### src/rtl/bdba_pkg.sv
// Package for the bitmap disk block allocator: geometry defaults, field widths
// and status codes. Used by bitmap_disk_block_allocator_unit; no dependencies.
package bdba_pkg;

  localparam int unsigned Cylinders = 8;
  localparam int unsigned Tracks    = 2;
  localparam int unsigned Sectors   = 4;

  localparam int unsigned CylW     = 3;
  localparam int unsigned TrackW   = 1;
  localparam int unsigned SectorW  = 2;
  localparam int unsigned StatusW  = 2;
  localparam int unsigned AddrW    = CylW + TrackW + SectorW;
  localparam int unsigned DataW    = ((AddrW + 7) / 8) * 8;

  typedef enum logic [0:0] {
    ReqAlloc = 1'b0,
    ReqFree  = 1'b1
  } req_e;

  typedef enum logic [StatusW-1:0] {
    StOk        = 2'd0,
    StFull      = 2'd1,
    StNotAlloc  = 2'd2
  } status_e;

endpackage

### src/rtl/bitmap_disk_block_allocator_unit.sv
// Bitmap disk block allocator: used map in a one-row-per-cylinder RAM with a
// lowest-non-full-cylinder hint. Depends on bdba_pkg.
//
//  channel  | dir | tuser            | tdata (low bit up)
//  s_axis   | in  | req_type         | cyl_in, track_in, sector_in, zero pad
//  m_axis   | out | status           | cyl_out, track_out, sector_out, zero pad
//
// An allocate reads the hint cylinder's row and, if it has a free block, writes
// it back with that block set; it reads one more row per full cylinder it steps
// over, and when the steps run past the last cylinder the disk-full result comes
// with no further read. An in-range free reads its row, then writes back if set;
// an out-of-range free, or an allocate whose hint is past the end, reads no row.
// After reset a clearing pass writes zero to all CYLINDERS rows, one per cycle,
// before the first request is taken. A stalled result holds in the output
// register; the next request is taken as that result is taken.
module bitmap_disk_block_allocator_unit #(
  parameter int unsigned CYLINDERS = bdba_pkg::Cylinders,
  parameter int unsigned TRACKS    = bdba_pkg::Tracks,
  parameter int unsigned SECTORS   = bdba_pkg::Sectors
) (
  input  logic                          clk_i,
  input  logic                          rst_ni,
  input  logic                          s_axis_tvalid_i,
  output logic                          s_axis_tready_o,
  input  logic [bdba_pkg::DataW-1:0]    s_axis_tdata_i,   // cyl_in, track_in, sector_in
  input  logic                          s_axis_tuser_i,   // req_type
  output logic                          m_axis_tvalid_o,
  input  logic                          m_axis_tready_i,
  output logic [bdba_pkg::DataW-1:0]    m_axis_tdata_o,   // cyl_out, track_out, sector_out
  output logic [bdba_pkg::StatusW-1:0]  m_axis_tuser_o    // status
);

  localparam int unsigned RowW   = TRACKS * SECTORS;
  localparam int unsigned CylAw  = (CYLINDERS > 1) ? $clog2(CYLINDERS) : 1;
  localparam int unsigned HintW  = $clog2(CYLINDERS + 1);
  localparam int unsigned TrkAw  = (TRACKS > 1) ? $clog2(TRACKS) : 1;
  localparam int unsigned SecAw  = (SECTORS > 1) ? $clog2(SECTORS) : 1;
  localparam int unsigned BitAw  = (RowW > 1) ? $clog2(RowW) : 1;
  localparam int unsigned CylW   = bdba_pkg::CylW;
  localparam int unsigned TrackW = bdba_pkg::TrackW;
  localparam int unsigned SecW   = bdba_pkg::SectorW;
  localparam int unsigned AddrW  = bdba_pkg::AddrW;
  localparam int unsigned DataW  = bdba_pkg::DataW;

  typedef enum logic [2:0] {
    StClear = 3'b001,
    StIdle  = 3'b010,
    StLook  = 3'b100
  } state_e;

  state_e state_q, state_d;

  logic [RowW-1:0] map_mem [CYLINDERS];
  logic [RowW-1:0] rdata_q;
  logic            ren;
  logic [CylAw-1:0] raddr;
  logic            wen;
  logic [CylAw-1:0] waddr;
  logic [RowW-1:0] wdata;

  logic [CylAw-1:0] clr_q, clr_d;
  logic [HintW-1:0] hint_q, hint_d;
  logic [HintW-1:0] hint_inc;

  logic              req_q;
  logic [CylW-1:0]   cyl_q;
  logic [TrackW-1:0] trk_q;
  logic [SecW-1:0]   sec_q;
  logic              req_d;
  logic [CylW-1:0]   cyl_d;
  logic [TrackW-1:0] trk_d;
  logic [SecW-1:0]   sec_d;

  logic                 out_valid_q, out_valid_d;
  bdba_pkg::status_e    out_status_q, out_status_d;
  logic [AddrW-1:0]     out_addr_q, out_addr_d;

  logic              s_fire;
  logic              in_req;
  logic [CylW-1:0]   in_cyl;
  logic [TrackW-1:0] in_trk;
  logic [SecW-1:0]   in_sec;
  logic              in_range;

  logic              found;
  logic [TrkAw-1:0]  f_trk;
  logic [SecAw-1:0]  f_sec;
  logic [BitAw-1:0]  f_bit;
  logic [BitAw-1:0]  q_bit;
  logic [RowW-1:0]   q_mask;
  logic [RowW-1:0]   f_mask;

  assign in_req = s_axis_tuser_i;
  assign in_cyl = s_axis_tdata_i[CylW-1:0];
  assign in_trk = s_axis_tdata_i[CylW+TrackW-1:CylW];
  assign in_sec = s_axis_tdata_i[AddrW-1:CylW+TrackW];
  assign in_range = (32'(in_cyl) < CYLINDERS) && (32'(in_trk) < TRACKS) &&
                    (32'(in_sec) < SECTORS);

  assign s_axis_tready_o = (state_q == StIdle) && (!out_valid_q || m_axis_tready_i);
  assign s_fire          = s_axis_tvalid_i && s_axis_tready_o;
  assign hint_inc        = hint_q + HintW'(1);

  always_comb begin
    found = 1'b0;
    f_trk = '0;
    f_sec = '0;
    for (int t = TRACKS - 1; t >= 0; t--) begin
      for (int s = SECTORS - 1; s >= 0; s--) begin
        if (!rdata_q[t * SECTORS + s]) begin
          found = 1'b1;
          f_trk = TrkAw'(t);
          f_sec = SecAw'(s);
        end
      end
    end
  end

  assign f_bit  = BitAw'(32'(f_trk) * SECTORS + 32'(f_sec));
  assign q_bit  = BitAw'(32'(trk_q) * SECTORS + 32'(sec_q));
  assign f_mask = RowW'(1) << f_bit;
  assign q_mask = RowW'(1) << q_bit;

  always_comb begin
    state_d      = state_q;
    clr_d        = clr_q;
    hint_d       = hint_q;
    req_d        = req_q;
    cyl_d        = cyl_q;
    trk_d        = trk_q;
    sec_d        = sec_q;
    out_valid_d  = out_valid_q && !m_axis_tready_i;
    out_status_d = out_status_q;
    out_addr_d   = out_addr_q;
    ren          = 1'b0;
    raddr        = '0;
    wen          = 1'b0;
    waddr        = '0;
    wdata        = '0;

    unique case (state_q)
      StClear: begin
        wen   = 1'b1;
        waddr = clr_q;
        clr_d = clr_q + CylAw'(1);
        if (32'(clr_q) == CYLINDERS - 1) begin
          state_d = StIdle;
        end
      end
      StIdle: begin
        if (s_fire) begin
          req_d = in_req;
          cyl_d = in_cyl;
          trk_d = in_trk;
          sec_d = in_sec;
          if (in_req == bdba_pkg::ReqAlloc) begin
            if (32'(hint_q) >= CYLINDERS) begin
              out_valid_d  = 1'b1;
              out_status_d = bdba_pkg::StFull;
              out_addr_d   = '0;
            end else begin
              ren     = 1'b1;
              raddr   = CylAw'(hint_q);
              state_d = StLook;
            end
          end else if (!in_range) begin
            out_valid_d  = 1'b1;
            out_status_d = bdba_pkg::StNotAlloc;
            out_addr_d   = {in_sec, in_trk, in_cyl};
          end else begin
            ren     = 1'b1;
            raddr   = CylAw'(in_cyl);
            state_d = StLook;
          end
        end
      end
      StLook: begin
        if (req_q == bdba_pkg::ReqAlloc) begin
          if (found) begin
            wen          = 1'b1;
            waddr        = CylAw'(hint_q);
            wdata        = rdata_q | f_mask;
            out_valid_d  = 1'b1;
            out_status_d = bdba_pkg::StOk;
            out_addr_d   = {SecW'(f_sec), TrackW'(f_trk), CylW'(hint_q)};
            state_d      = StIdle;
          end else begin
            hint_d = hint_inc;
            if (32'(hint_inc) >= CYLINDERS) begin
              out_valid_d  = 1'b1;
              out_status_d = bdba_pkg::StFull;
              out_addr_d   = '0;
              state_d      = StIdle;
            end else begin
              ren   = 1'b1;
              raddr = CylAw'(hint_inc);
            end
          end
        end else begin
          out_valid_d = 1'b1;
          out_addr_d  = {sec_q, trk_q, cyl_q};
          if (!(|(rdata_q & q_mask))) begin
            out_status_d = bdba_pkg::StNotAlloc;
          end else begin
            wen          = 1'b1;
            waddr        = CylAw'(cyl_q);
            wdata        = rdata_q & ~q_mask;
            out_status_d = bdba_pkg::StOk;
            if (HintW'(cyl_q) < hint_q) begin
              hint_d = HintW'(cyl_q);
            end
          end
          state_d = StIdle;
        end
      end
      default: state_d = StIdle;
    endcase
  end

  always_ff @(posedge clk_i) begin
    if (wen) begin
      map_mem[waddr] <= wdata;
    end
  end

  always_ff @(posedge clk_i) begin
    if (ren) begin
      rdata_q <= map_mem[raddr];
    end
  end

  always_ff @(posedge clk_i or negedge rst_ni) begin
    if (!rst_ni) begin
      state_q     <= StClear;
      clr_q       <= '0;
      hint_q      <= '0;
      out_valid_q <= 1'b0;
    end else begin
      state_q     <= state_d;
      clr_q       <= clr_d;
      hint_q      <= hint_d;
      out_valid_q <= out_valid_d;
    end
  end

  always_ff @(posedge clk_i) begin
    req_q        <= req_d;
    cyl_q        <= cyl_d;
    trk_q        <= trk_d;
    sec_q        <= sec_d;
    out_status_q <= out_status_d;
    out_addr_q   <= out_addr_d;
  end

  assign m_axis_tvalid_o = out_valid_q;
  assign m_axis_tuser_o  = out_status_q;
  assign m_axis_tdata_o  = DataW'(out_addr_q);

endmodule
### config.mk
export PLATFORM = sky130hd
export DESIGN_NAME = bitmap_disk_block_allocator_unit
export DESIGN_NICKNAME = d
export VERILOG_FILES = /design/src/rtl/bdba_pkg.sv /design/src/rtl/bitmap_disk_block_allocator_unit.sv
export SDC_FILE = /design/constraint.sdc
export NUM_CORES = 1
export LEC_CHECK = 0
export CORE_ASPECT_RATIO = 1.75
export CORE_UTILIZATION = 51
export DETAILED_ROUTE_END_ITERATION = 10
export DONT_BUFFER_PORTS = 1
export PLACE_DENSITY = 0.66
export SYNTH_ARGS = -nofsm -noshare
export SYNTH_HDL_FRONTEND = slang
export SYNTH_SLANG_ARGS = --single-unit
### constraint.sdc
create_clock -name clk_i -period 5.4 [get_ports clk_i]
set_input_delay 1.08 -clock clk_i [delete_from_list [all_inputs] [get_ports clk_i]]
set_output_delay 1.08 -clock clk_i [all_outputs]
set_load 0.01 [all_outputs]
==> results_dict.tcl <==
set metrics [dict create \
    grt_setup_unrepaired "false" \
    htree_num_levels 3 \
    status "completed" \
    dieArea_sq_um 9270 \
    fin_crit_ns 3.33 \
    initial_core_util 0.525 \
    cellPowerDensity_nw_per_um2 379 \
    dr.pass1.iters 4 \
    fin_tns_setup_ns 0 \
    vias 2687 \
    die_y_microns 127 \
    rows 45 \
    dieWidth_microns 73.2 \
    drtIter0Drc 190 \
    root_buffer "clkbuf_16" \
    synth_top_area_frac 0.577 \
    synth-async-reset-ratio 0.112 \
    avgSynthCellArea_sq_um 14.2 \
    cts_setup_buffers 0 \
    finalMaxSlewViolations 0 \
    worst_pin_slew_ns 1.05 \
    crit_fanout 13 \
    synth_area_sq_um 4520 \
    syn_inst 319 \
    synth.largest_area_cell "edfxtp_1" \
    holdWs_ns 0.431 \
    setup-violations-final 0 \
    skew_ns 0.00828 \
    slew-limit-headroom 0.298 \
    drt-wirelength-per-cell_microns 20.6 \
    final.period_utilization 0.616 \
    areaGrowthSynthToFinish_pct 9.79 \
    peakVddDrop_uv 191 \
    grt_start_max_net_pins 23 \
    cts.clk_slew.worst_paths_ns 0.07 \
    power.leakage_nw 1.69 \
    post-route-cell-area_sq_um 4970 \
    fmax_ghz 0.300 \
    nNetsFinal 335 \
    cp.required_ns 5.36 \
    grt_first_pass_wirelength_mm 14.1 \
    worstSetupPathType "register to register" \
    clock_latency_ns 0.34 \
    power.total_mw 1.88 \
    clock_tree.buffer_depth 2 \
    ctsHoldBuffers 0 \
    worstPathArrival_ns 3.29 \
    cts_resized 0 \
    dpl_cell_area_sq_um 4620 \
    cap_viol_max_count 0 \
    ys_ff_latch 98 \
    grt-ovfl-total 0 \
    critPathLaunchType "register" \
    gp_congestion 0.873 \
    top_level_ports 25 \
    dp_cells 422 \
    place_hpwl_mm 6.25 \
    r2r_slack_ns 2.07 \
    cp-end-kind "register" \
    grt_pass1_vias 2634 \
    cts_sinks 98 \
    vias_per_cell 6.13 \
    cts_buffers 9 \
    finalHoldViolCount 0 \
    antenna_found_initial 0 \
    synth_edf_count 87 \
    hold_class "input pin to asynchronous set/reset pin" \
    yosysWarnings 0 \
    multi_input_area_sq_um 1530 \
    drc 0 \
    synth_cell_types 56 \
    synthTopCellsByArea "edfxtp_1, mux4_2, dfrtp_1" \
    cts_tree "yes" \
    n_fill_cell 668 \
    yosysSeqAreaShare 0.639 \
    ff_latch_area_sq_um 2890 \
    routed_wl_mm 9.03 \
    synth_ff_type "edfxtp_1" \
    track_usage 0.213 \
    fin_cells 438 \
    final_layout_size_suffix_gt1_frac 0.174 \
    portBuffers 0 \
    ant_nets 0 \
    coreArea_sq_um 8610 \
    antennaDiodeCount 0 \
]
-- cells by family (layout without fill, tap and decap cells) --
logic type,Yosys count,in the layout,synth area share
AOI/OAI and AO/OA,63,63,0.0932
xor gates and xnor gates,3,3,0.00581
adders and majority gates,6,6,0.0166
buffers and inverters,28,29,0.0285
DFF,98,98,0.639
muxes,31,31,0.116
other,1,2,0.000829
and+or+nand+nor,89,89,0.100
-- critical path: stages (launching register included) --
cell and delay, ns:
edfxtp_1 0.62, mux2_1 0.40, a221o_1 0.39, a22oi_4 0.36
o31ai_1 0.18, o21bai_1 0.28, nor3_2 0.71
-- registers in the layout, summed over array words and instances, names as in the netlist --
name	flops
state_q	3
m_axis_tuser_o	2
map_mem	64
clr_q	3
out_addr_q	6
m_axis_tvalid_o	1
req_q	1
cyl_q	3
trk_q	1
sec_q	2
rdata_q	8
hint_q	4
-- power breakdown --
| part | switching [mW] | internal (mW) | leakage, nW | total [mW] |
|---|---|---|---|---|
| sequential | 0.0551 | 0.866 | 0.941 | 0.921 |
| combinational | 0.131 | 0.0977 | 0.585 | 0.228 |
| clock | 0.273 | 0.458 | 0.166 | 0.731 |
-- layer usage --
metal / routed length [microns] / vias to the layer above / global-route usage
met1: 3560 / 1366 / 0.249
li1: - / 1230 / -
met5: 0 / - / 0
met4: 262 / 0 / 0.113
met2: 4930 / 74 / 0.365
met3: 274 / 17 / 0.0365
-- layout by cell type, fill, tap and decap left out, drive strengths merged, types with 6 or more instances in the layout --
cell type and count:
mux2 12, mux4 16, o21ai 8, dfrtp 10, nor2 21, nor3 12, a31oi 6, ha 6
nand3 7, clkbuf 11, inv 11, nand2 24, a21oi 21, edfxtp 87
-- cells in the mapped netlist (3+ instances only) --
library cell and number:
inv_1 9, nor2_1 21, mux2i_1 3, o22ai_1 4
nor3_1 11, nand4_1 3, mux2_2 10, o31ai_1 3
a21oi_1 20, ha_1 6, a31oi_1 6, nand3_1 7
nand2_1 23, a32oi_1 4, nor2b_1 3, nand2b_1 4
buf_2 7, nor3b_1 3, clkbuf_1 8, o21ai_0 8
dfrtp_1 10, mux4_2 16, edfxtp_1 87
-- layout make-up --
type / instances / share of cell area
sequential: 98 / 0.582
multi-input combinational: 194 / 0.307
clock buffer: 11 / 0.0469
tap: 117 / 0.0295
clock inverter: 5 / 0.0222
inverter: 9 / 0.00680
timing repair buffer: 4 / 0.00605
-- through the flow --
step	utilization	setup WS (ns)
6_report	0.577	2.07
4_1_cts	0.577	2.03
3_3_place_gp	0.537	2.10
3_5_place_dp	0.537	2.06
5_1_grt	0.577	1.89
2_1_floorplan	-	2.31
-- final timing paths --
check                      startpoint             to  cells past startpoint
max                          sec_q[1]  map_mem[2][4]                      6
min                            rst_ni       clr_q[2]                      0
max reg2reg                  sec_q[1]  map_mem[2][4]                      6
min reg2reg                  clr_q[0]       clr_q[0]                      1
max in group asynchronous      rst_ni     state_q[0]                      0
min in group clk_i           clr_q[0]       clr_q[0]                      1
Note: power is estimated with default switching activity, not from simulation.
